==> config.mk <==
export PLATFORM = sky130hd
export DESIGN_NAME = bsrut_ram
export DESIGN_NICKNAME = d
export VERILOG_FILES = /design/src/rtl/core/bsr_unit_upper_trmv_macros.svh /design/src/rtl/core/bsrut_ram.sv
export SDC_FILE = /design/constraint.sdc
export NUM_CORES = 2
export LEC_CHECK = 0
export BUFFER_PORTS_ARGS = -buffer_cell sky130_fd_sc_hd__clkbuf_2
export CORE_MARGIN = 10
export CORE_UTILIZATION = 55
export DETAILED_ROUTE_END_ITERATION = 10
export PLACE_DENSITY_LB_ADDON = 0.2
export SLEW_MARGIN = 20
export SYNTH_ARGS = -nofsm -noshare
export SYNTH_HDL_FRONTEND = slang
export SYNTH_SLANG_ARGS = --single-unit
==> constraint.sdc <==
create_clock -name clk -period 4.24 [get_ports clk]
set_input_delay 0.424 -clock clk [delete_from_list [all_inputs] [get_ports clk]]
set_output_delay 0.424 -clock clk [all_outputs]
set_load 0.05 [all_outputs]
==> src/rtl/core/bsr_unit_upper_trmv_macros.svh <==
// Assertion macros shared by the block's RTL.
`ifndef BSR_UNIT_UPPER_TRMV_MACROS_SVH
`define BSR_UNIT_UPPER_TRMV_MACROS_SVH

// Check cons in the same cycle as ante.
`define BSRUT_ASSERT_SAME(lbl, ck, rs, ante, cons, msg) \
  lbl: assert property (@(posedge ck) disable iff (rs) (ante) |-> (cons)) \
    else $error(msg);

// Check cons in the cycle after ante.
`define BSRUT_ASSERT_NEXT(lbl, ck, rs, ante, cons, msg) \
  lbl: assert property (@(posedge ck) disable iff (rs) (ante) |=> (cons)) \
    else $error(msg);

`endif

==> src/rtl/core/bsrut_ram.sv <==
// Generic single-write, single-read RAM with registered read data.
module bsrut_ram #(
  parameter int WIDTH = 32,
  parameter int DEPTH = 64
) (
  input  logic                     clk,
  input  logic                     we,
  input  logic [$clog2(DEPTH)-1:0] waddr,
  input  logic [WIDTH-1:0]         wdata,
  input  logic [$clog2(DEPTH)-1:0] raddr,
  output logic [WIDTH-1:0]         rdata
);

  logic [WIDTH-1:0] mem [DEPTH];

  always_ff @(posedge clk) begin
    if (we) begin
      mem[waddr] <= wdata;
    end
    rdata <= mem[raddr];
  end

endmodule

After elaboration in Yosys (flattened, before gate mapping)

Memories as Yosys holds them, arrays and structs flattened. A register that Yosys moved wholly into a read port is not among the register bits.
Cells that the tools add are included.

RAM bits: 2048
Input port bits: 46
Memories: 1
Register bits after elaboration: 0

Memory list:

| memory | depth | width | read ports | clocked after Yosys merged registers in | wr ports | RTL line        | text |
|---|---|---|---|---|---|---|---|
| mem    | 64    | 32    | 1          | 1                                       | 1        | bsrut_ram.sv:14 | `logic [WIDTH-1:0] mem [DEPTH];` |

Mux-type cells: 2

Operators by type and width:

| kind    | count |
|---|---|
| $mux W1 | 2 |

Logic depth before layout (Yosys ltp)

Depth in word-level cells: 2
Depth in mapped cells: 10
Gate-level depth less buffers: 5

Worst setup path after synthesis

Ideal clock, no wire load.

Kind: input to register
Start point: input waddr[3]
End point: memory mem[48][0], enable pin
Buffers on the path: 1
Setup slack: 656 ps
Library setup time: 461 ps
Data required time: 3779 ps
Arrival: 3123 ps
Cell stages on the path: 4
Path through: clkbuf_1 -> nor2b_1 -> nand4b_1 -> nor3_1

RTL lines:

| what        | RTL line        | text |
|---|---|---|
| from (decl) | bsrut_ram.sv:8  | `input logic [$clog2(DEPTH)-1:0] waddr,` |
| to (decl)   | bsrut_ram.sv:14 |  |

No word-level cell before the write port.

==> results_dict.tcl <==
set metrics [dict create \
    p_leak_nw 27.88 \
    drtPass1Iterations 5 \
    wire_per_inst_um 34.45 \
    vias 37240 \
    crit_required_ps 4890 \
    grt_pass1_vias 37820 \
    initialDrtViolationCount 5075 \
    power_density_nw_per_um2 477.6 \
    finalMaxSlewViolations 0 \
    hold_violations 0 \
    setup_tns_ps 0 \
    synth-main-ff-cell "edfxtp_1" \
    critical_path_class "primary input to register" \
    worst_pin_slew_ps 1083 \
    die_area_sq_um 158300 \
    grt-ovfl-total 0 \
    yosys-top-cells-area "edfxtp_1 78%, mux4_2 16%, mux2i_1 1.2%" \
    vias_per_cell 6.567 \
    vdd_drop_max_v 0.0003686 \
    grt_pass1_wl_mm 279.9 \
    io_pins 78 \
    std_cell_rows 138 \
    syn_area_sq_um 78520 \
    routed_wl_mm 195.3 \
    grt_max_degree 74 \
    antenna_found_initial 11 \
    ys_seq_elements 2080 \
    layout-drive-gt1-share_pct 30.62 \
    place_area_sq_um 82550 \
    place.gp.congestion 0.8300 \
    worst_ep_arrival_time_ps 3430 \
    ys_async_sr_fraction_pct 0 \
    post-cts-setup-buffers 0 \
    yosysTopAreaCellShare_pct 78.33 \
    worstSetupEndpointType "register" \
    drt.antenna.violating_nets 0 \
    startpoint_type "primary input" \
    start_util_pct 55.39 \
    clock_skew_ps 24.81 \
    syn-num-nets 3370 \
    ys_seq_area_share_pct 79.14 \
    syn_inst 3324 \
    min_period_ps 2784 \
    period_share_pct 65.65 \
    pre_cts_ws_ps 681.9 \
    drc_errors 0 \
    path_clk_slew_ps 60 \
    port_buffers 77 \
    timing.final.ws_setup_ps 1456 \
    cts_tree "done" \
    worst-path-max-fanout 73 \
    hpwl_mm 113.9 \
    core_sq_um 141800 \
    h-tree-depth 4 \
    hold_path.class "primary input to register" \
    cts_buffers 200 \
    synth.avg_cell_area_sq_um 23.62 \
    cts_root_buf "clkbuf_16" \
    cts_buffer_depth 3 \
    yosysTopAreaCell "edfxtp_1" \
    ys_warn_count 0 \
    areaGrowthSynthToFinish_pct 13.33 \
    setup_viol 0 \
    synth-edff-count 2048 \
    post_cts_resized 0 \
    cts_hold_buf 1 \
    design_area_sq_um 88990 \
    die_h_um 397.8 \
    cap_violations 0 \
    cts_sinks 2080 \
    grt_usage_pct 24.87 \
    synth_cell_types 34 \
    clock_latency_ps 820 \
    fillCellCount 9269 \
    nets 3657 \
    chipWidth_um 397.8 \
    status "completed" \
    fmax_mhz 359.2 \
    rsz0062_at_grt "no" \
    relSlewSlack_pct 27.83 \
]
==> cell type report <==
class	count	area (sq um)	area share, %
antenna	2	5.005	0.005624
clock buffer	258	5450	6.125
clock inverter	111	970.9	1.091
multi-input combinational	1062	15970	17.94
sequential	2080	62140	69.83
tap	1890	2365	2.657
timing repair buffer	267	2087	2.345
==> critical path, stage by stage <==
cell and delay [ps]:
buf_8 600, buf_4 370, nor2b_1 520, a22oi_1 150
and3_1 230, o32ai_1 870, nor3_1 140
==> flip-flops by register name (all words and copies together) (netlist names) <==
| name | flops |
|---|---|
| mem | 2048 |
| rdata | 32 |
==> stage by stage <==
step / hold slack, ps / util (%) / power (mW) / std cells
2_1_floorplan: 522.9 / - / 24.51 / 3324
3_3_place_gp: 721.0 / 58.23 / 25.52 / 5298
3_5_place_dp: 752.9 / 58.23 / 25.58 / 5298
4_1_cts: 41.68 / 62.77 / 42.76 / 5668
5_1_grt: 89.98 / 62.77 / 43.67 / 5668
6_report: 94.13 / 62.77 / 42.50 / 5670
==> layer usage <==
metal	share of wire (%)	vias up	GRT usage, %
met2	49	2098	39.19
met1	39	19980	35.93
met4	2.5	0	6.883
li1	-	14860	-
met5	0	-	0
met3	10	299	4.834
==> cells in the mapped netlist (7+ instances only) <==
cell type and number:
edfxtp_1 2048, mux4_2 544, nor2_1 137, mux2i_1 93
o22ai_1 84, clkbuf_1 74, a21oi_1 62, buf_2 57
dfxtp_1 32, o221ai_1 27, nand2_1 26, buf_4 25
buf_1 21, nor2b_1 15, a22oi_1 12, a311oi_1 8
nand2b_1 8, nor3_1 7
==> cells by family (layout without fill, tap and decap cells) <==
kind of cell	after synthesis	count (layout)	share of synthesized area (%)
buffers and inverters	182	636	1.128
AO/OA/AOI/OAI	202	202	1.673
multiplexers	637	637	16.79
other	0	2	0
AND/OR/NAND/NOR	223	223	1.265
flip-flops	2080	2080	79.14
==> report_power, final <==
group | internal [mW] | switching [mW]
clock | 10.0 | 7.36
combinational | 0.790 | 1.47
sequential | 22.8 | 0.104
total | 33.6 | 8.93
==> placed cells by master (no fill, tap or decap), types with 25 or more instances in the layout <==
cell type	instances
nor2_4	62
clkbuf_2	72
o221ai_1	27
clkbuf_16	206
nand2_1	25
mux2i_1	93
edfxtp_1	2048
clkinv_2	32
mux4_2	544
dfxtp_1	32
o22ai_1	84
a21oi_1	62
buf_4	172
clkbuf_1	42
nor2_1	75
clkinv_1	49
==> worst paths after layout <==
| kind | from | end | slack (ps) | depth (start not counted) |
|---|---|---|---|---|
| hold / removal | wdata[29] | mem[50][29]$_DFFE_PP_ | 90 | 1 |
| setup / recovery | raddr[1] | rdata[8]$_DFF_P_ | 1460 | 7 |
| setup reg to reg | mem[39][8]$_DFFE_PP_ | rdata[8]$_DFF_P_ | 1930 | 5 |
| hold reg to reg | mem[28][4]$_DFFE_PP_ | rdata[4]$_DFF_P_ | 760 | 4 |
No activity file was read; power rests on OpenSTA's default activity.
