[src/rtl/core/bsr_unit_upper_trmv_macros.svh]
// Assertion macros shared by the block's RTL.
`ifndef BSR_UNIT_UPPER_TRMV_MACROS_SVH
`define BSR_UNIT_UPPER_TRMV_MACROS_SVH

// Check cons in the same cycle as ante.
`define BSRUT_ASSERT_SAME(lbl, ck, rs, ante, cons, msg) \
  lbl: assert property (@(posedge ck) disable iff (rs) (ante) |-> (cons)) \
    else $error(msg);

// Check cons in the cycle after ante.
`define BSRUT_ASSERT_NEXT(lbl, ck, rs, ante, cons, msg) \
  lbl: assert property (@(posedge ck) disable iff (rs) (ante) |=> (cons)) \
    else $error(msg);

`endif

[src/rtl/core/bsrut_pkg.sv]
// Types and constants of the block-sparse upper triangular matrix-vector unit.
package bsrut_pkg;

  localparam int DATA_W     = 32;
  localparam int ACC_W      = 48;
  localparam int PROD_W     = 64;
  localparam int SUM_W      = 66;
  localparam int FRAC_W     = 16;
  localparam int IDX_W      = 6;
  localparam int OPC_W      = 3;
  localparam int COUNT_W    = 7;
  localparam int EDGE_W     = 4;
  localparam int SQ_W       = 2 * EDGE_W;
  localparam int DIV_W      = 7;
  localparam int GROW_W     = 10;
  localparam int CFG_IDX_W  = 3;
  localparam int CFG_DATA_W = 32;

  typedef enum logic [OPC_W-1:0] {
    OP_LOAD_X   = 3'd0,
    OP_LOAD_Y   = 3'd1,
    OP_ELEMENT  = 3'd2,
    OP_READ_ROW = 3'd3,
    OP_CLEAR    = 3'd4
  } opcode_t;

  typedef enum logic [CFG_IDX_W-1:0] {
    CFG_ALPHA_GAIN   = 3'd0,
    CFG_BETA_GAIN    = 3'd1,
    CFG_ROW_COUNT    = 3'd2,
    CFG_COLUMN_COUNT = 3'd3,
    CFG_BLOCK_EDGE   = 3'd4,
    CFG_COLUMN_MAJOR = 3'd5
  } cfg_reg_t;

  typedef enum logic [3:0] {
    ST_SWEEP,
    ST_IDLE,
    ST_ELEM_DIV,
    ST_ELEM_MAP,
    ST_ELEM_CHECK,
    ST_ELEM_READ,
    ST_ELEM_MUL,
    ST_READ_DIV,
    ST_READ_S,
    ST_READ_B,
    ST_READ_AH,
    ST_READ_AL,
    ST_READ_OUT
  } state_t;

  typedef struct packed {
    logic [OPC_W-1:0]         opcode;
    logic [IDX_W-1:0]         row_index;
    logic [IDX_W-1:0]         block_row;
    logic [IDX_W-1:0]         block_col;
    logic [IDX_W-1:0]         position;
    logic signed [DATA_W-1:0] data_value;
  } item_t;

  typedef struct packed {
    logic [IDX_W-1:0]         out_index;
    logic signed [DATA_W-1:0] result_value;
    logic                     status;
  } result_t;

  typedef struct packed {
    logic              start;
    logic [DIV_W-1:0]  dividend;
    logic [EDGE_W-1:0] divisor;
  } div_req_t;

  typedef struct packed {
    logic              done;
    logic [DIV_W-1:0]  quotient;
    logic [EDGE_W-1:0] remainder;
  } div_rsp_t;

endpackage

[src/rtl/core/bsrut_mul.sv]
// Shared signed 32x32 multiplier with registered product.
module bsrut_mul (
  input  logic                                  clk,
  input  logic signed [bsrut_pkg::DATA_W-1:0]   a,
  input  logic signed [bsrut_pkg::DATA_W-1:0]   b,
  output logic signed [bsrut_pkg::PROD_W-1:0]   p
);

  always_ff @(posedge clk) begin
    p <= a * b;
  end

endmodule

[config.mk]
export PLATFORM = sky130hd
export DESIGN_NAME = bsrut_mul
export DESIGN_NICKNAME = d
export VERILOG_FILES = /design/src/rtl/core/bsr_unit_upper_trmv_macros.svh /design/src/rtl/core/bsrut_pkg.sv /design/src/rtl/core/bsrut_mul.sv
export SDC_FILE = /design/constraint.sdc
export NUM_CORES = 2
export LEC_CHECK = 0
export BUFFER_PORTS_ARGS = -buffer_cell sky130_fd_sc_hd__buf_2
export CAP_MARGIN = 20
export CORE_AREA = 2 2 234 236
export CTS_CLUSTER_DIAMETER = 150
export CTS_CLUSTER_SIZE = 14
export DETAILED_ROUTE_END_ITERATION = 10
export DIE_AREA = 0 0 236 238
export PLACE_DENSITY = 0.9
export SETUP_SLACK_MARGIN = 0.5
export SLEW_MARGIN = 20
export SYNTH_ARGS = -nofsm -noshare
export SYNTH_HDL_FRONTEND = slang
export SYNTH_SLANG_ARGS = --single-unit
[constraint.sdc]
create_clock -name clk -period 11.87 [get_ports clk]
set_clock_uncertainty 0.1 [all_clocks]
set_input_delay 0.5935 -clock clk [delete_from_list [all_inputs] [get_ports clk]]
set_output_delay 0.5935 -clock clk [all_outputs]
set_load 0.02 [all_outputs]
== Word-level counts from Yosys, hierarchy flattened ==
Cells that the tools add are included.
Cells by class
  add/subtract/negate cells: 0
  multiply operators: 1
  div/mod/pow operators: 0
  magnitude comparators: 0
  equal/unequal tests: 0
  shift operators: 0
  multiplexer cells: 0
  bitwise logic cells: 0
  reductions and logical operators: 0
Operator list (count)
  multiplier 32 x 32 -> 64 bit: 1
Word-level totals
  flip-flop bits (word level): 64
  latch bits: 0
  bits in writable memories: 0
  bits in read-only memories: 0
  input port bits: 65
  logic and storage cells: 2
  memories: 0

== Logic depth before layout (Yosys ltp) ==
  word-level depth: 1
  gate-level depth with buffers: 28
  depth with buffers taken out: 27

== Least setup slack after synthesis ==
OpenSTA, ideal clock, no wires.
  path type: input to register
  start point: in b[2] (netlist bit)
  end point: reg p[62] (netlist bit)
  data arrival time: 7.783 ns
  data required time: 11.698 ns
  path slack: 3.916 ns
  stages on the path: 24
  buffers on the path: 1
  cell sequence: clkbuf_1 nand2_1 inv_1 fa_1 fa_1 fa_1 fa_1 inv_1 fa_1 inv_1 fa_1 inv_1 fa_1 inv_1 fa_1 ha_1 and3_1 nand2_1 or3_1 o22a_1 o211ai_1 a31oi_1 o31ai_1 xor2_1
Between the ends
  cells in the longest elaborated chain, start to end: 1
RTL lines
  start, declared: line bsrut_mul.sv:5  | input logic signed [bsrut_pkg::DATA_W-1:0] b,
  multiplier 32 x 32 -> 64 bit: line bsrut_mul.sv:10  | p <= a * b;
  end signal, assigned: line bsrut_mul.sv:10
  end, declared: line bsrut_mul.sv:6  | output logic signed [bsrut_pkg::PROD_W-1:0] p
No other way between the ends.

== Worst setup path after layout ==
  start point: in a[31] (netlist bit)
  end point: reg p[62] (netlist bit)
Between the ends
  cells in the longest elaborated chain, start to end: 1
RTL lines
  start, declared: line bsrut_mul.sv:4  | input logic signed [bsrut_pkg::DATA_W-1:0] a,
  multiplier 32 x 32 -> 64 bit: line bsrut_mul.sv:10
No other way between the ends.

==> results.md <==
- For this configuration, the core starts out at a cell density of 69.6%.
- In this run, distinct cell masters in the synthesized netlist total 63.
- The arrival time at the worst endpoint is 9.70 ns.
- The register with the most flip-flops in the layout has 64 of them.
- The count of nets left with antenna violations once routing finished came out at 0.
- The fraction of layout cells with a size suffix above 1 is 4.49%.
- The worst relative slew slack is 33.5%.
- The combined area of the multi-input logic cells is 31600 um^2.
- After synthesis, the share of flip-flops with an asynchronous set or reset is 0%.
- Sequential elements use 3.44% of the synthesized area.
- The area growth from synthesis to layout is 2.90%.
- Of all nets on the critical path, the largest fanout is 32.
- At the pin with the least slew margin, the transition time is 0.997 ns.
- The remaining routing DRC violations is 0.
- In the synthesized netlist the dominant register cell turns out to be dfxtp_1.
- The routed wirelength normalized by instance count is around 22 um.
- Counting flops per register, the top entry is p.
- The net count of the finished layout is 5161.
- The max capacitance violation total is 0.
- The final-report setup violation count is 0.
- Wires add up to roughly 100000 um.
- The worst setup path is launched from a primary input.
- The floorplan has 85 rows.
- The initial antenna violation count is 10.
- The clock passes through at most 2 buffers.
- The floorplan step set the die height to 238 um.
- The number of clock buffers added by TritonCTS is 9.
- Timing analysis after detailed placement gives a worst setup slack of between 2 and 2.5 ns.
- Synthesis produced a netlist with a net count of 5215.
- The routability-driven placement congestion ratio is 0.966.
- The class of the worst hold path is primary input to flip-flop.
- The clock root buffer is clkbuf_16.
- The register cell area after layout is 1280 um^2.
- The largest registers in the layout are p (64).
- The total vias in the final route is 27200.
- The final hold violation count is 0.
- The overall routing resource usage is a little under two fifths.
- During placement, the flow inserted port buffers numbering 128.
- Counting I/O delays and the setup requirement, the final critical path takes ~9.5 ns.
- The number of detailed-route iterations in the first pass is 6.
- The synthesized design contains 0 enable-type register cells.
- STA classifies the critical path endpoint as a flip-flop.
- Measured along the x axis, the die boundary spans roughly 240 um.
- The pin count of the biggest net entering global routing is 33.
- The dominant cell type by area after synthesis is fa_1.
- The hold buffer count at CTS is 0.
- The setup TNS is 0 ns.
- Derived from the worst setup path, the maximum achievable clock frequency is 106 MHz.
- Once the clock tree was built, the setup fixing pass inserted 0 buffers.
- The DRC violation total after the first TritonRoute iteration is 2326.
- 129 I/O pins were placed.
- Of the available clock period, the critical path in the final layout requires approximately 80%.
- Summed over all layers, the global routing overflow is 0.
- The CTS tree is built.
- The number of synthesized register bits is between 60 and 70.
- The area of the core is roughly 53000 um^2.
- The total standard cell area after synthesis is 37200 um^2.
- The required time reported for the critical path endpoint is around 12 ns.
- The share of the synthesized area in the top cell type is 58.2%.
- The post-layout worst setup margin is 2.40 ns.
- Using the TritonRoute via totals, the vias-per-cell ratio works out to 5.99.
- The end-of-flow core utilization is 71.6%.
- Setup repair after global routing left no endpoint under its margin.
- The register clock-pin slew on the reported worst setup and hold paths is 0.08 ns.
- The number of global-route vias before repair is 31000.
- The run finished with clean final reports.
- The global-route wire length before repair is approximately 160000 um.
- The classification of the worst setup path is primary input to flip-flop.
- The H-tree depth reported by CTS is 3.
- The final number of max-transition violations is 0.
- Once detailed placement completed, the half-perimeter wirelength came to 80000 um.
- Yosys attributes the largest share of cell area to fa_1 (58%), inv_1 (9.6%), and2_1 (8.7%).
- The post-cts repair resize count is 0.
- The floorplan step defined a die boundary enclosing 56200 um^2.
- Leaving out fill and tap cells, the most frequent cells in the layout are fa_1 (1082), inv_1 (952), and2_1 (516).
- The clock sink total is 64.
- Leaving out fill and tap cells, the most frequent cell in the layout is fa_1.
- The number of warnings printed during yosys synthesis is 0.
- The mean cell area of the mapped netlist is 9.59 um^2.
- The count of filler cells inserted in the layout is 3479.
- The count of mapped cells out of synthesis is 3884.
layer usage:
metal	vias up	share of wire (%)	wire, um	track usage (%)
li1	10900	-	-	-
met1	13900	33	32900	45.6
met2	1823	49	48400	61.7
met3	478	11	11000	9.51
met4	16	6.6	6490	22.3
met5	-	0.10	103	0
worst paths after layout:
path | endpoint | startpoint | slack, ns | cells after the start
worst max-delay path | p[62]$_DFF_P_ | a[31] | 2.40 | 25
worst min-delay path | p[0]$_DFF_P_ | a[0] | 0.67 | 2
stage by stage:
| step | area, um^2 | cells | hold WS (ns) |
|---|---|---|---|
| after floorplan | 37200 | 3884 | 0.621 |
| after global placement | 38100 | 4515 | 0.910 |
| after detailed placement | 38100 | 4515 | 0.909 |
| after CTS | 38300 | 4529 | 0.649 |
| after global routing | 38300 | 4530 | 0.680 |
| final | 38300 | 4533 | 0.670 |
final cells by class:
cell class,count,share of cell area (%)
multi-input combinational,2668,82.5
inverter,952,9.32
sequential,64,3.34
tap,696,2.27
timing repair buffer,135,1.81
clock buffer,10,0.624
clock inverter,4,0.0588
antenna,4,0.0261
synth_stat cells (6+ instances only):
cell type,n
inv_1,952
o31ai_1,6
and3_1,7
clkbuf_1,195
ha_1,184
a21oi_1,68
fa_1,1082
nand2b_1,9
a31oi_1,12
xor2_1,22
nand2_1,511
o21ai_0,28
and2_1,516
nand4_1,7
nand3_1,15
o21bai_1,15
dfxtp_1,64
xnor2_1,53
nor2_1,42
nor3_1,6
a21o_1,23
critical path, stage by stage:
cell,delay [ns]
buf_2,0.59
nand2_1,0.32
inv_1,0.16
fa_1,0.42
inv_1,0.28
fa_1,0.52
inv_1,0.26
fa_1,0.51
fa_1,0.87
inv_1,0.42
fa_1,0.60
inv_1,0.06
fa_1,0.56
inv_1,0.06
fa_1,0.48
inv_1,0.06
fa_1,0.46
ha_1,0.42
and3_1,0.22
nand2_1,0.11
or3_1,0.39
o211ai_1,0.57
a31oi_1,0.25
o31ai_1,0.28
xor2_1,0.16
kinds of logic after synthesis:
kind of cell	count (synthesis)	synth area share (%)
compound gates	193	3.46
xor+xnor	75	1.76
fa+ha+maj	1266	64.3
buf+inv	1152	11.6
flops	64	3.44
simple gates	1134	15.4
Power is left out: the tool's default activity adds up to more than one toggle a clock period on the data nets, which glitch-free logic cannot reach.
