`config.mk`:
```
export PLATFORM = sky130hd
export DESIGN_NAME = bsrut_div
export DESIGN_NICKNAME = d
export VERILOG_FILES = /design/src/rtl/core/bsr_unit_upper_trmv_macros.svh /design/src/rtl/core/bsrut_pkg.sv /design/src/rtl/core/bsrut_div.sv
export SDC_FILE = /design/constraint.sdc
export NUM_CORES = 1
export LEC_CHECK = 0
export BUFFER_PORTS_ARGS = -buffer_cell sky130_fd_sc_hd__buf_2
export CORE_ASPECT_RATIO = 1.1
export CORE_MARGIN = 2
export CORE_UTILIZATION = 35
export DETAILED_ROUTE_END_ITERATION = 16
export GPL_ROUTABILITY_DRIVEN = 0
export GPL_TIMING_DRIVEN = 1
export PLACE_DENSITY = 0.64
export SYNTH_ARGS = -nofsm -noshare
export SYNTH_HDL_FRONTEND = slang
export SYNTH_SLANG_ARGS = --single-unit
```
`constraint.sdc`:
```
create_clock -name clk -period 2.5 [get_ports clk]
set_input_delay 0.375 -clock clk [delete_from_list [all_inputs] [get_ports clk]]
set_output_delay 0.375 -clock clk [all_outputs]
set_load 0.02 [all_outputs]
```
`src/rtl/core/bsr_unit_upper_trmv_macros.svh`:
```
// Assertion macros shared by the block's RTL.
`ifndef BSR_UNIT_UPPER_TRMV_MACROS_SVH
`define BSR_UNIT_UPPER_TRMV_MACROS_SVH

// Check cons in the same cycle as ante.
`define BSRUT_ASSERT_SAME(lbl, ck, rs, ante, cons, msg) \
  lbl: assert property (@(posedge ck) disable iff (rs) (ante) |-> (cons)) \
    else $error(msg);

// Check cons in the cycle after ante.
`define BSRUT_ASSERT_NEXT(lbl, ck, rs, ante, cons, msg) \
  lbl: assert property (@(posedge ck) disable iff (rs) (ante) |=> (cons)) \
    else $error(msg);

`endif

```
`src/rtl/core/bsrut_pkg.sv`:
```
// Types and constants of the block-sparse upper triangular matrix-vector unit.
package bsrut_pkg;

  localparam int DATA_W     = 32;
  localparam int ACC_W      = 48;
  localparam int PROD_W     = 64;
  localparam int SUM_W      = 66;
  localparam int FRAC_W     = 16;
  localparam int IDX_W      = 6;
  localparam int OPC_W      = 3;
  localparam int COUNT_W    = 7;
  localparam int EDGE_W     = 4;
  localparam int SQ_W       = 2 * EDGE_W;
  localparam int DIV_W      = 7;
  localparam int GROW_W     = 10;
  localparam int CFG_IDX_W  = 3;
  localparam int CFG_DATA_W = 32;

  typedef enum logic [OPC_W-1:0] {
    OP_LOAD_X   = 3'd0,
    OP_LOAD_Y   = 3'd1,
    OP_ELEMENT  = 3'd2,
    OP_READ_ROW = 3'd3,
    OP_CLEAR    = 3'd4
  } opcode_t;

  typedef enum logic [CFG_IDX_W-1:0] {
    CFG_ALPHA_GAIN   = 3'd0,
    CFG_BETA_GAIN    = 3'd1,
    CFG_ROW_COUNT    = 3'd2,
    CFG_COLUMN_COUNT = 3'd3,
    CFG_BLOCK_EDGE   = 3'd4,
    CFG_COLUMN_MAJOR = 3'd5
  } cfg_reg_t;

  typedef enum logic [3:0] {
    ST_SWEEP,
    ST_IDLE,
    ST_ELEM_DIV,
    ST_ELEM_MAP,
    ST_ELEM_CHECK,
    ST_ELEM_READ,
    ST_ELEM_MUL,
    ST_READ_DIV,
    ST_READ_S,
    ST_READ_B,
    ST_READ_AH,
    ST_READ_AL,
    ST_READ_OUT
  } state_t;

  typedef struct packed {
    logic [OPC_W-1:0]         opcode;
    logic [IDX_W-1:0]         row_index;
    logic [IDX_W-1:0]         block_row;
    logic [IDX_W-1:0]         block_col;
    logic [IDX_W-1:0]         position;
    logic signed [DATA_W-1:0] data_value;
  } item_t;

  typedef struct packed {
    logic [IDX_W-1:0]         out_index;
    logic signed [DATA_W-1:0] result_value;
    logic                     status;
  } result_t;

  typedef struct packed {
    logic              start;
    logic [DIV_W-1:0]  dividend;
    logic [EDGE_W-1:0] divisor;
  } div_req_t;

  typedef struct packed {
    logic              done;
    logic [DIV_W-1:0]  quotient;
    logic [EDGE_W-1:0] remainder;
  } div_rsp_t;

endpackage

```
`src/rtl/core/bsrut_div.sv`:
```
// Restoring divider, one quotient bit per cycle, by the block edge.
module bsrut_div (
  input  logic                clk,
  input  logic                rst,
  input  bsrut_pkg::div_req_t req,
  output bsrut_pkg::div_rsp_t rsp
);

  localparam int CNT_W = $clog2(bsrut_pkg::DIV_W + 1);

  logic [bsrut_pkg::DIV_W-1:0]  quo;
  logic [bsrut_pkg::EDGE_W-1:0] rem;
  logic [bsrut_pkg::EDGE_W-1:0] divisor;
  logic [CNT_W-1:0]             cnt;
  logic                         done;
  logic                         busy;
  logic [bsrut_pkg::EDGE_W:0]   trial;
  logic                         ge;
  logic [bsrut_pkg::EDGE_W:0]   diff;

  assign busy  = (cnt != '0);
  assign trial = {rem, quo[bsrut_pkg::DIV_W-1]};
  assign ge    = (trial >= {1'b0, divisor});
  assign diff  = trial - {1'b0, divisor};

  always_ff @(posedge clk) begin
    if (rst) begin
      cnt  <= '0;
      done <= 1'b0;
    end else if (req.start) begin
      cnt  <= CNT_W'(bsrut_pkg::DIV_W);
      done <= 1'b0;
    end else begin
      done <= busy && (cnt == CNT_W'(1));
      if (busy) begin
        cnt <= CNT_W'(cnt - 1'b1);
      end
    end
  end

  always_ff @(posedge clk) begin
    if (req.start) begin
      quo     <= req.dividend;
      rem     <= '0;
      divisor <= req.divisor;
    end else if (busy) begin
      quo <= {quo[bsrut_pkg::DIV_W-2:0], ge};
      rem <= ge ? diff[bsrut_pkg::EDGE_W-1:0] : trial[bsrut_pkg::EDGE_W-1:0];
    end
  end

  assign rsp.done      = done;
  assign rsp.quotient  = quo;
  assign rsp.remainder = rem;

endmodule

```
# Yosys cells after proc, flatten, opt, wreduce, memory -nomap -nowiden
# Cells that the tools add are included.
# Widths: inputs -> output; s select.
# totals
ff_bits	19
inputBits	14
out_inout_bits	12
elab_cells	18
# classes
addsub	2
n_lt_le_gt_ge	1
eq_ne	1
n_mux	5
reduce_logical	4
# ops
cell	n
$mux 7	2
$mux 3	2
$ge 5x4->1	1
$mux 4	1
$sub 4x4->4	1
$eq 3x1->1 const B	1
$reduce_bool 3->1	1
$sub 3x1->3 const B	1
$reduce_bool 2->1	1
$reduce_or 2->1	1
$logic_and 1x1->1	1

# Longest topological paths before layout
# Gate-level depths: netlist of run 1.
# depth
depth_word	3
mapped_depth	7
mapped_depth_nobuf	6

# Least setup slack after synthesis of run 1
# No wires, ideal clock.
# synth_path
path_type	register to register
from	register rem[0] (netlist name)
to	register quo[0] (netlist name) (data pin)
setup_time_ns	0.260
arrival_time_ns	1.631
t_required_ns	2.240
path_slack_ns	0.610
path_stages_with_launch	6
n_path_buf	0
period_less_slack_ns	1.890
cell_sequence	dfxtp_1 > ha_1 > nor2b_1 > o221a_4 > or2_4 > mux2_2
# synth_via
elab_chain_cells	3
# synth_lines
item	line	source
start, declared	bsrut_div.sv:12	logic [bsrut_pkg::EDGE_W-1:0] rem;
start signal, assigned	bsrut_div.sv:48	rem <= ge ? diff[bsrut_pkg::EDGE_W-1:0] : trial[bsrut_pkg::EDGE_W-1:0];
$ge 5x4->1	bsrut_div.sv:23	assign ge = (trial >= {1'b0, divisor});
$mux 7	bsrut_div.sv:46	end else if (busy) begin
$mux 7	bsrut_div.sv:42	if (req.start) begin
end signal, assigned	bsrut_div.sv:43	quo <= req.dividend;
end signal, assigned	bsrut_div.sv:47	quo <= {quo[bsrut_pkg::DIV_W-2:0], ge};
end, declared	bsrut_div.sv:11	logic [bsrut_pkg::DIV_W-1:0] quo;
# Every way passes these cells. The select of a mux whose other input is x is not followed.
# A chain may end at the register's enable or synchronous reset.

# Worst setup path after layout of run 1
# layout_path
from	register divisor[1] (netlist name)
to	register quo[0] (netlist name) (data pin)
# layout_via
elab_chain_cells	3
# layout_lines
item	line	source
start, declared	bsrut_div.sv:13	logic [bsrut_pkg::EDGE_W-1:0] divisor;
start signal, assigned	bsrut_div.sv:45	divisor <= req.divisor;
$ge 5x4->1	bsrut_div.sv:23	
$mux 7	bsrut_div.sv:46	
$mux 7	bsrut_div.sv:42	
# Every way passes these cells. The select of a mux whose other input is x is not followed.

==> tab_implementation.tex, run 1 <==
\begin{tabular}{lr}
\hline
Metric & Value \\
\hline
\multicolumn{2}{l}{\textbf{CTS}} \\
Clock net sink count & 19 \\
PostCTS Resize Cnt & 0 \\
Clock latency reported for the late side of the worst-skew pair & 0.29 ns \\
CTS Buf Count & 3 \\
Clock Path Buffers & 2 \\
Root buffer cell & clkbuf\_4 \\
Total number of H-tree levels & 1 \\
Number of buffers added to fix hold violations after cts & 0 \\
TritonCTS clock tree & yes \\
Post CTS Setup Buffer Count & 0 \\
Clock transition at path regs & 0.11 ns \\
\multicolumn{2}{l}{\textbf{Placement}} \\
Placed Instances & 136 \\
Total of buffers placed on input and output ports & 25 \\
Pre-CTS worst setup slack & approximately 0.6 ns \\
HPWL after DPL & 1390 µm \\
\multicolumn{2}{l}{\textbf{Routing}} \\
Via density per instance & 4.88 \\
Number of nets still failing antenna checks after routing & 0 \\
Final WL & 1850 µm \\
Detailed-route via count & 683 \\
TritonRoute pass-1 iters & 4 \\
Final routed wire length divided by cell count & 13.2 µm \\
Iteration-0 DRC Markers & 21 \\
Remaining routing DRC violations & 0 \\
\multicolumn{2}{l}{\textbf{STA}} \\
Post-Route Skew & 0.00426 ns \\
Setup repair after global routing missed its margin & no \\
Number of failing hold endpoints at the final stage & 0 \\
PnR worst setup slack & between 0.5 and 0.6 ns \\
Number of setup violations in the final report & 0 \\
Part of the cycle the worst path needs & roughly 76\% \\
Total negative slack for setup checks & 0 ns \\
Relative max-transition margin & 64.8\% \\
Final critical-path required period & approximately 1.9 ns \\
Pins Over Slew Limit & 0 \\
Transition time at the pin with the least slew margin & 0.526 ns \\
WHS & 0.248 ns \\
Highest attainable clock frequency & 0.524 GHz \\
\multicolumn{2}{l}{\textbf{Logic synthesis}} \\
Library cell with the highest instance count after synthesis & edfxtp\_1 \\
Total nets after synthesis & 105 \\
Ys Warns & 0 \\
Dominant register cell in the synthesized netlist & edfxtp\_1 \\
Number of synthesized flops with an enable pin & 11 \\
Area leader, netlist & edfxtp\_1 \\
Fraction of synthesized cell area taken by the top area cell type & 34.2\% \\
Largest cells by area after synthesis & edfxtp\_1, dfxtp\_1, ha\_1 \\
Post-synthesis sequential area ratio & 50.8\% \\
Top cells by count, synth & edfxtp\_1, dfxtp\_1, inv\_1, ha\_1, mux2\_2 \\
Syn Area/Cell & 11.6 µm² \\
Synthesized instance count & a little over 80 \\
Number of register bits inferred by synthesis & 19 \\
Async set-or-reset flop fraction in the synthesized netlist & 0\% \\
Mapped cell area & $\sim$960 µm² \\
Unique masters post-synth & 30 \\
\multicolumn{2}{l}{\textbf{Global route}} \\
Pin count of the biggest net entering global routing & 14 \\
GR Overflow Total & 0 \\
First-pass GRT wire length & 3110 µm \\
GRT Resource Usage Total & 13.8\% \\
Vias in the first global route & 689 \\
Number of antenna violations at the first check in global routing & 0 \\
\multicolumn{2}{l}{\textbf{Floorplanning}} \\
Number of top-level design ports & 26 \\
Placement Rows & 19 \\
Core outline area & around 2600 µm² \\
Die height & 59.1 µm \\
Starting density of the core & 37.6\% \\
Die span in x & 54.1 µm \\
Die Outline Area & 3190 µm² \\
\multicolumn{2}{l}{\textbf{Critical path}} \\
Largest fanout on the critical path & 5 \\
Critical path start-end classification & flop to flop \\
Critical path arrival & 1.97 ns \\
Reg-to-reg setup timing slack & 0.59 ns \\
Worst setup EP type & flop \\
Reg-to-reg endpoint & quo[0] \\
Critical Path RT & 2.56 ns \\
R2r worst-path depth & 6 \\
Category of the worst setup path launch point & flop \\
Origin of the critical flop-to-flop path & divisor[1] \\
\multicolumn{2}{l}{\textbf{Min path}} \\
Worst hold path startpoint & req[3] \\
Worst hold stages & 1 \\
Hold endpoint & divisor[3] \\
Type of the worst min-delay path & primary input to flop \\
\multicolumn{2}{l}{\textbf{Pwr}} \\
Power per cell area & 945 nW/µm² \\
Static leakage power & 0.510 nW \\
Final total power & 0.00108 W \\
Worst vdd ir & roughly 0.46 mV \\
\multicolumn{2}{l}{\textbf{Final layout}} \\
Fraction of final layout cells with drive strength greater than 1 & 34.9\% \\
Count of non-filler cells in the finished layout & 140 \\
Total Nets Final & 132 \\
Area grow syn2layout & 18.2\% \\
Count of inserted antenna diode cells & 0 \\
Fillcell total & $\sim$260 \\
\multicolumn{2}{l}{\textbf{Run status}} \\
Status & finished, final reports clean \\
\multicolumn{2}{l}{\textbf{Job}} \\
Maximum capacitance violations & 0 \\
\hline
\end{tabular}
layout make-up:
cell class | instances | area, µm² | share of cell area, %
clock buffers | 4 | 26.3 | 2.31
inverters | 9 | 33.8 | 2.96
multi-input cells | 52 | 425 | 37.3
flip-flops and latches | 19 | 490 | 43.0
well taps | 31 | 38.8 | 3.40
repair buffers | 25 | 125 | 11.0
power by group:
part | leakage [nW] | switching [W] | internal, W | total, W
logic | 0.316 | 0.000260 | 0.000201 | 0.000461
registers | 0.179 | 0.0000530 | 0.000407 | 0.000460
clock network | 0.0150 | 0.0000947 | 0.0000620 | 0.000157
total | 0.510 | 0.000408 | 0.000670 | 0.00108
through the flow:
stage	utilization (%)	cell area, µm²
floorplan	-	965
global placement	43.4	1110
detailed placement	43.4	1110
CTS	44.4	1140
global route	44.4	1140
finish	44.4	1140
layer usage:
layer | share of wire [%] | up-vias | track usage [%]
met5 | 0 | - | 0
met4 | 0.43 | 0 | 5.36
met3 | 5.5 | 2 | 3.28
met2 | 47 | 21 | 21.6
met1 | 47 | 307 | 18.4
li1 | - | 353 | -
flip-flops by register name, indices dropped and copies added, names as in the netlist:
name	flops
rem	4
divisor	4
cnt	3
done	1
quo	7
critical path, cell delays in order, from the launching register on:
cell and delay [ns]:
edfxtp_1 0.44, inv_1 0.08, ha_1 0.23, nor2b_1 0.16
o221a_4 0.27, or2_4 0.25, mux2_2 0.26
worst max-delay path by stage:
stage                           from  slack [ns]  endpoint  depth (start not counted)
after floorplan               rem[0]        0.61    quo[0]                          5
after global placement    divisor[1]        0.66    quo[0]                          6
after detailed placement  divisor[1]        0.60    quo[0]                          6
after CTS                 divisor[1]        0.59    quo[0]                          6
after global routing      divisor[1]        0.51    quo[0]                          6
final                     divisor[1]        0.59    quo[0]                          6
kinds of logic after synthesis:
logic type      count (synthesis)  share of synthesized area [%]
compound gates                 15                           11.2
xor+xnor                        2                           1.82
buf+inv                        12                           5.06
mux                             8                           9.21
fa+ha+maj                       8                           11.2
flops                          19                           50.8
simple gates                   19                           10.8
placed cells by master (no fill, tap or decap), drive strengths merged, types with 3 or more instances in the layout:
master | synthesis | routed
buf | 1 | 25
edfxtp | 11 | 11
inv | 8 | 8
dfxtp | 8 | 8
mux2 | 7 | 7
ha | 7 | 7
nor2 | 4 | 4
o21ai | 4 | 4
clkbuf | 2 | 4
nand2 | 3 | 3
a21oi | 3 | 3
No activity file was read; power rests on OpenSTA's default activity.
==> inputs of run 2 (changes only) <==
--- a/config.mk
+++ b/config.mk
@@ -12,7 +12,7 @@
 export DETAILED_ROUTE_END_ITERATION = 16
 export GPL_ROUTABILITY_DRIVEN = 0
 export GPL_TIMING_DRIVEN = 1
-export PLACE_DENSITY = 0.64
+export PLACE_DENSITY = 0.66
 export SYNTH_ARGS = -nofsm -noshare
 export SYNTH_HDL_FRONTEND = slang
 export SYNTH_SLANG_ARGS = --single-unit
==> constraint.sdc (replaced) <==
create_clock -name clk -period 1.58 [get_ports clk]
set_input_delay 0.237 -clock clk [delete_from_list [all_inputs] [get_ports clk]]
set_output_delay 0.237 -clock clk [all_outputs]
set_load 0.02 [all_outputs]
==> run 2 against run 1 <==
  * The flow now finishes with violations (setup timing)
  * Hold slack got worse by 0.14 ns
  * Clock power rose by 62%
  * Sequential cell count did not move
  * Sequential power rose by 57%
==> tab_implementation.tex, run 2 (same netlist as run 1, synthesis figures left out) <==
\begin{tabular}{lr}
\hline
Metric & Value \\
\hline
\multicolumn{2}{l}{\textbf{Global route}} \\
GR Overflow Total & 0 (unchanged) \\
Vias in the first global route & 809 (+17\%) \\
Number of antenna violations at the first check in global routing & 0 (unchanged) \\
Pin count of the biggest net entering global routing & 13 (-1) \\
First-pass GRT wire length & 3710 µm (+19\%) \\
GRT Resource Usage Total & 16.3\% (+2.5 points) \\
\multicolumn{2}{l}{\textbf{Final layout}} \\
Biggest regs & quo (7), divisor (4), rem (4) \\
Fraction of final layout cells with drive strength greater than 1 & 54.4\% (+20 points) \\
Total Nets Final & 148 (+12\%) \\
Count of inserted antenna diode cells & 0 (unchanged) \\
Area of combinational cells with multiple inputs & 509 µm² (+20\%) \\
Fillcell total & 233 (-10\%) \\
Number of flip-flops in the largest register & 7 (unchanged) \\
Final Cell Area & 1350 µm² (+18\%) \\
Commonest non-fill, non-tap cell in the layout & buf\_2 \\
Most used cells in the layout excluding fill and tap cells & buf\_2, buf\_4, edfxtp\_1 \\
Storage element area & 493 µm² (+0.51\%) \\
Count of non-filler cells in the finished layout & 156 (+11\%) \\
Area grow syn2layout & 39.6\% \\
Final core utilization & 52.4\% (+8.0 points) \\
Largest register by flop count & quo \\
\multicolumn{2}{l}{\textbf{Critical path}} \\
Critical path start-end classification & flop to flop \\
Critical path arrival & 1.82 ns (-0.15 ns) \\
Reg-to-reg setup timing slack & -0.17 ns (-0.76 ns) \\
Origin of the critical flop-to-flop path & divisor[1] \\
Cell type of the slowest stage on the worst timing path & edfxtp\_1 \\
Largest fanout on the critical path & 2 (-3) \\
Crit path cell chain & inv\_2, ha\_4, nor2b\_4, o221a\_4, or2\_4, mux2\_4 \\
Category of the worst setup path launch point & flop \\
Worst setup EP type & flop \\
Critical Path RT & 1.65 ns (-0.91 ns) \\
Highest cell delay on the worst timing path & 0.41 ns (-0.03 ns) \\
Origin of the worst setup path & divisor[1] \\
\multicolumn{2}{l}{\textbf{Routing}} \\
Iteration-0 DRC Markers & 7 (-67\%) \\
TritonRoute pass-1 iters & 4 (unchanged) \\
Detailed-route via count & 780 (+14\%) \\
Remaining routing DRC violations & 0 (unchanged) \\
Final WL & 2240 µm (+21\%) \\
Final routed wire length divided by cell count & 14.3 µm (+8.8\%) \\
Via density per instance & 5.00 (+2.5\%) \\
Number of nets still failing antenna checks after routing & 0 (unchanged) \\
\multicolumn{2}{l}{\textbf{Floorplanning}} \\
Starting density of the core & 37.6\% (unchanged) \\
Die height & 59.1 µm (unchanged) \\
Core outline area & 2570 µm² (unchanged) \\
Die span in x & 54.1 µm (unchanged) \\
Placement Rows & 19 (unchanged) \\
Die Outline Area & 3190 µm² (unchanged) \\
Number of top-level design ports & 26 (unchanged) \\
\multicolumn{2}{l}{\textbf{CTS}} \\
CTS Buf Count & 3 (unchanged) \\
Number of buffers added to fix hold violations after cts & 0 (unchanged) \\
Clock latency reported for the late side of the worst-skew pair & 0.30 ns (about the same) \\
Clock net sink count & 19 (unchanged) \\
Clock transition at path regs & 0.11 ns (about the same) \\
Total number of H-tree levels & 1 (unchanged) \\
TritonCTS clock tree & yes \\
Root buffer cell & clkbuf\_4 \\
Clock Path Buffers & 2 (unchanged) \\
\multicolumn{2}{l}{\textbf{Placement}} \\
Placed Instances & 150 (+10\%) \\
Post-DP Area & 1250 µm² (+13\%) \\
Pre-CTS worst setup slack & -0.196 ns (-0.795 ns) \\
HPWL after DPL & 1660 µm (+20\%) \\
Total of buffers placed on input and output ports & 25 (unchanged) \\
\multicolumn{2}{l}{\textbf{STA}} \\
Number of failing hold endpoints at the final stage & 0 (unchanged) \\
Relative max-transition margin & 76.5\% (+12 points) \\
Setup repair after global routing missed its margin & yes \\
Total negative slack for setup checks & -0.447 ns (-0.447 ns) \\
Highest attainable clock frequency & 0.571 GHz (+8.9\%) \\
Part of the cycle the worst path needs & 111\% (+35 points) \\
PnR worst setup slack & -0.172 ns (-0.763 ns) \\
Pins Over Slew Limit & 0 (unchanged) \\
Transition time at the pin with the least slew margin & 0.352 ns (-0.174 ns) \\
Final critical-path required period & 1.75 ns (-0.157 ns) \\
Post-Route Skew & 0.00700 ns (+0.00273 ns) \\
Number of setup violations in the final report & 4 (+4) \\
\multicolumn{2}{l}{\textbf{Job}} \\
Maximum capacitance violations & 0 (unchanged) \\
\multicolumn{2}{l}{\textbf{Pwr}} \\
Worst vdd ir & 0.944 mV (+100\%) \\
Static leakage power & 0.603 nW (+18\%) \\
Power per cell area & 1540 nW/µm² (+63\%) \\
\multicolumn{2}{l}{\textbf{Min path}} \\
Worst hold path startpoint & req[1] \\
Type of the worst min-delay path & primary input to flop \\
\multicolumn{2}{l}{\textbf{Run status}} \\
Violated checks & setup timing \\
Status & complete, but fails checks \\
\hline
\end{tabular}
## run 2: cell types whose count changed in the layout (fill, tap and decap cells not counted), moves of 2 or more
cell and change:
inv_2 +2, nor4_1 -2, inv_1 -2, dfxtp_2 +2
buf_4 +16, dfxtp_1 -2, nor4_2 +2, ha_4 +3
ha_1 -3
## run 2: cell type report
| type | count | area share [%] |
|---|---|---|
| tap | 31 | 2.88 |
| clock buffer | 4 | 1.95 |
| multi-input combinational | 52 | 37.8 |
| inverter | 9 | 2.51 |
| sequential | 19 | 36.6 |
| timing repair buffer | 41 | 18.2 |
## run 2: metal layers
metal  vias up  global-route usage [%]  share of wire [%]
li1        384                       -                  -
met3         4                    4.80                4.3
met5         -                       0                  0
met2        22                    25.6                 49
met4         0                    5.36                2.0
met1       370                    21.5                 44
## run 2: repair_timing
item | CTS | global route
pin swaps | 5 | 1
endpoints found under the hold margin | 0 | 0
buffers inserted | 2 | 0
gates resized for setup | 5 | 4
setup endpoints to repair | 5 | 5
## run 2: critical path: cells and delay by family (launching register included)
family	cells	cell delay, ns
and+or+nand+nor	2	0.35
adders and majority gates	1	0.19
AOI/OAI and AO/OA	1	0.23
muxes	1	0.26
DFF	1	0.41
buffers and inverters	1	0.08
## run 2: worst paths after layout
path | endpoint | depth (start not counted)
hold reg to reg | rem[3] | 2
setup / recovery | quo[0] | 6
hold / removal | divisor[1] | 1
setup reg to reg | quo[0] | 6
## run 2: through the flow
| stage | total power (W) | hold WS [ns] |
|---|---|---|
| after floorplan | 0.00131 | 0.306 |
| after global placement | 0.00168 | 0.414 |
| after detailed placement | 0.00170 | 0.422 |
| after CTS | 0.00203 | 0.105 |
| after global routing | 0.00222 | 0.0945 |
| final | 0.00207 | 0.112 |
## run 2: where the power goes
part           switching (W)  internal [W]  leakage [nW]
Sequential         0.0000748      0.000649         0.179
Clock               0.000156     0.0000984        0.0150
Combinational       0.000537      0.000559         0.408
Total               0.000768       0.00131         0.603
==> inputs of run 3 (changes only) <==
--- a/config.mk
+++ b/config.mk
@@ -5,7 +5,7 @@
 export SDC_FILE = /design/constraint.sdc
 export NUM_CORES = 1
 export LEC_CHECK = 0
-export BUFFER_PORTS_ARGS = -buffer_cell sky130_fd_sc_hd__buf_2
+export BUFFER_PORTS_ARGS = -buffer_cell sky130_fd_sc_hd__clkbuf_2
 export CORE_ASPECT_RATIO = 1.1
 export CORE_MARGIN = 2
 export CORE_UTILIZATION = 35
==> run 3 against run 2 <==
  * Via count up 1.9%
  * Register-to-register slack got worse by 0.02 ns
  * Worst setup slack got worse by 0.016 ns
  * Largest cell class unchanged
  * Largest power group unchanged
  * The flow still finishes with violations (setup timing)
  * Global-route usage grew 1.0 points
==> tab_implementation.tex, run 3 (same netlist as run 1, synthesis figures left out) <==
\begin{tabular}{lr}
\hline
Metric & Value \\
\hline
\multicolumn{2}{l}{\textbf{Placement}} \\
Total of buffers placed on input and output ports & 25 (unchanged) \\
HPWL after DPL & 1810 µm (+8.7\%) \\
Post-DP Area & 1250 µm² (unchanged) \\
\multicolumn{2}{l}{\textbf{Global route}} \\
Number of antenna violations at the first check in global routing & 0 (unchanged) \\
First-pass GRT wire length & 3880 µm (+4.4\%) \\
Met1 Resource Use GR & 21.1\% (-0.39 points) \\
Most used routing layer & met2 \\
Global routing met2 resource utilization & 29.1\% (+3.5 points) \\
GRT Resource Usage Total & 17.4\% (+1.0 points) \\
GR Overflow Total & 0 (unchanged) \\
Vias in the first global route & 853 (+5.4\%) \\
Pin count of the biggest net entering global routing & 13 (unchanged) \\
Met3 usage in global routing & 2.27\% (-2.5 points) \\
\multicolumn{2}{l}{\textbf{Routing}} \\
Via density per instance & 5.10 (+1.9\%) \\
Final WL & 2370 µm (+5.9\%) \\
Final routed wire length divided by cell count & 15.2 µm (+5.9\%) \\
Number of nets still failing antenna checks after routing & 0 (unchanged) \\
TritonRoute pass-1 iters & 4 (unchanged) \\
Remaining routing DRC violations & 0 (unchanged) \\
Detailed-route via count & 795 (+1.9\%) \\
Iteration-0 DRC Markers & 32 (+25) \\
\multicolumn{2}{l}{\textbf{Pwr}} \\
Worst vdd ir & 0.900 mV (-4.7\%) \\
Final total power & 0.00212 W (+2.3\%) \\
Power per cell area & 1570 nW/µm² (+2.0\%) \\
Static leakage power & 0.607 nW (+0.67\%) \\
\multicolumn{2}{l}{\textbf{STA}} \\
Relative max-transition margin & 74.5\% (-2.0 points) \\
PnR worst setup slack & -0.188 ns (-0.0162 ns) \\
Final critical-path required period & 1.77 ns (+0.0162 ns) \\
Transition time at the pin with the least slew margin & 0.381 ns (+0.0293 ns) \\
Total negative slack for setup checks & -0.622 ns (-0.175 ns) \\
Post-Route Skew & 0.0116 ns (+0.00455 ns) \\
Setup repair after global routing missed its margin & yes \\
Pins Over Slew Limit & 0 (unchanged) \\
Number of setup violations in the final report & 5 (+1) \\
Part of the cycle the worst path needs & 112\% (+1.0 points) \\
Number of failing hold endpoints at the final stage & 0 (unchanged) \\
Highest attainable clock frequency & 0.566 GHz (-0.91\%) \\
\multicolumn{2}{l}{\textbf{Critical path}} \\
Origin of the critical flop-to-flop path & divisor[1] \\
Cell type of the slowest stage on the worst timing path & edfxtp\_1 \\
Largest fanout on the critical path & 2 (unchanged) \\
Reg-to-reg endpoint & quo[0] \\
Category of the worst setup path launch point & flop \\
Worst setup EP type & flop \\
R2r worst-path depth & 6 (unchanged) \\
Critical Path RT & 1.65 ns (about the same) \\
Critical path start-end classification & flop to flop \\
Highest cell delay on the worst timing path & 0.41 ns (about the same) \\
Critical path arrival & 1.84 ns (+0.02 ns) \\
Reg-to-reg setup timing slack & -0.19 ns (-0.02 ns) \\
Crit path cell chain & inv\_2, ha\_4, nor2b\_4, o221a\_4, or2\_4, mux2\_4 \\
\multicolumn{2}{l}{\textbf{Final layout}} \\
Count of inserted antenna diode cells & 0 (unchanged) \\
Area grow syn2layout & 39.9\% \\
Biggest regs & quo (7), divisor (4), rem (4) \\
Most used cells in the layout excluding fill and tap cells & clkbuf\_2, buf\_4, edfxtp\_1 \\
Fraction of final layout cells with drive strength greater than 1 & 56.0\% (+1.6 points) \\
Total Nets Final & 148 (unchanged) \\
Number of flip-flops in the largest register & 7 (unchanged) \\
Fillcell total & 235 (+0.86\%) \\
Commonest non-fill, non-tap cell in the layout & clkbuf\_2 \\
Largest register by flop count & quo \\
Final Cell Area & 1350 µm² (+0.28\%) \\
\multicolumn{2}{l}{\textbf{Floorplanning}} \\
Core outline area & 2570 µm² (unchanged) \\
Die Outline Area & 3190 µm² (unchanged) \\
Starting density of the core & 37.6\% (unchanged) \\
Number of top-level design ports & 26 (unchanged) \\
Placement Rows & 19 (unchanged) \\
Die span in x & 54.1 µm (unchanged) \\
Die height & 59.1 µm (unchanged) \\
\multicolumn{2}{l}{\textbf{CTS}} \\
Clock Path Buffers & 2 (unchanged) \\
Total number of H-tree levels & 1 (unchanged) \\
Clock net sink count & 19 (unchanged) \\
TritonCTS clock tree & yes \\
Clock transition at path regs & 0.12 ns (about the same) \\
Root buffer cell & clkbuf\_4 \\
CTS Buf Count & 3 (unchanged) \\
Clock latency reported for the late side of the worst-skew pair & 0.30 ns (about the same) \\
\multicolumn{2}{l}{\textbf{Run status}} \\
Status & complete, but fails checks \\
Violated checks & setup timing \\
\multicolumn{2}{l}{\textbf{Min path}} \\
Hold endpoint & divisor[1] \\
Type of the worst min-delay path & primary input to flop \\
Worst hold path startpoint & req[1] \\
Worst hold stages & 1 (unchanged) \\
\multicolumn{2}{l}{\textbf{Job}} \\
Maximum capacitance violations & 0 (unchanged) \\
\hline
\end{tabular}
==> run 3: timing repair <==
| action | 4_1_cts | 5_1_grt |
|---|---|---|
| pin swaps | 5 | 3 |
| hold buffers | 0 | 0 |
| setup buffers | 2 | 0 |
| resized for setup | 3 | 8 |
| setup endpoints to repair | 5 | 5 |
==> run 3: worst max-delay path by stage <==
| stage | start | slack (ns) | to |
|---|---|---|---|
| after floorplan | divisor[1] | -0.21 | quo[0] |
| after global placement | divisor[2] | -0.16 | quo[0] |
| after detailed placement | divisor[1] | -0.22 | rem[0] |
| after CTS | divisor[1] | -0.18 | quo[0] |
| after global routing | divisor[1] | -0.25 | quo[0] |
| final | divisor[1] | -0.19 | quo[0] |
==> run 3: where the power goes <==
| part | switching, W | internal (W) | total (W) |
|---|---|---|---|
| sequential | 0.0000777 | 0.000650 | 0.000727 |
| clock | 0.000155 | 0.0000943 | 0.000249 |
| combinational | 0.000562 | 0.000583 | 0.00115 |
==> run 3: per-layer routing <==
layer	part of all wire [%]	wire [µm]
met4	3.2	75
met5	0	0
met2	50	1200
met3	4.1	97
met1	42	1000
==> run 3: through the flow <==
stage               setup slack (ns)  hold slack (ns)  std cells  util, %
floorplan                     -0.207            0.306         83        -
CTS                           -0.184            0.104        156     51.1
detailed placement            -0.219            0.416        150     48.8
global route                  -0.253           0.0916        156     52.6
global placement              -0.161            0.415        150     48.8
finish                        -0.188            0.113        156     52.6
==> run 3: area by class of cell <==
| cell class | instances | area (µm²) | share of cell area [%] |
|---|---|---|---|
| clock inverter | 1 | 5.00 | 0.371 |
| inverter | 9 | 33.8 | 2.50 |
| multi-input combinational | 52 | 508 | 37.6 |
| tap | 31 | 38.8 | 2.87 |
| clock buffer | 3 | 22.5 | 1.67 |
| sequential | 19 | 493 | 36.5 |
| timing repair buffer | 41 | 249 | 18.4 |
==> run 3: worst max-delay path: cells and delay by family, from the launching register on <==
kind            cells  cell delay (ns)
compound gates      1             0.24
fa+ha+maj           1             0.19
buf+inv             1             0.09
flops               1             0.41
mux                 1             0.25
simple gates        2             0.37
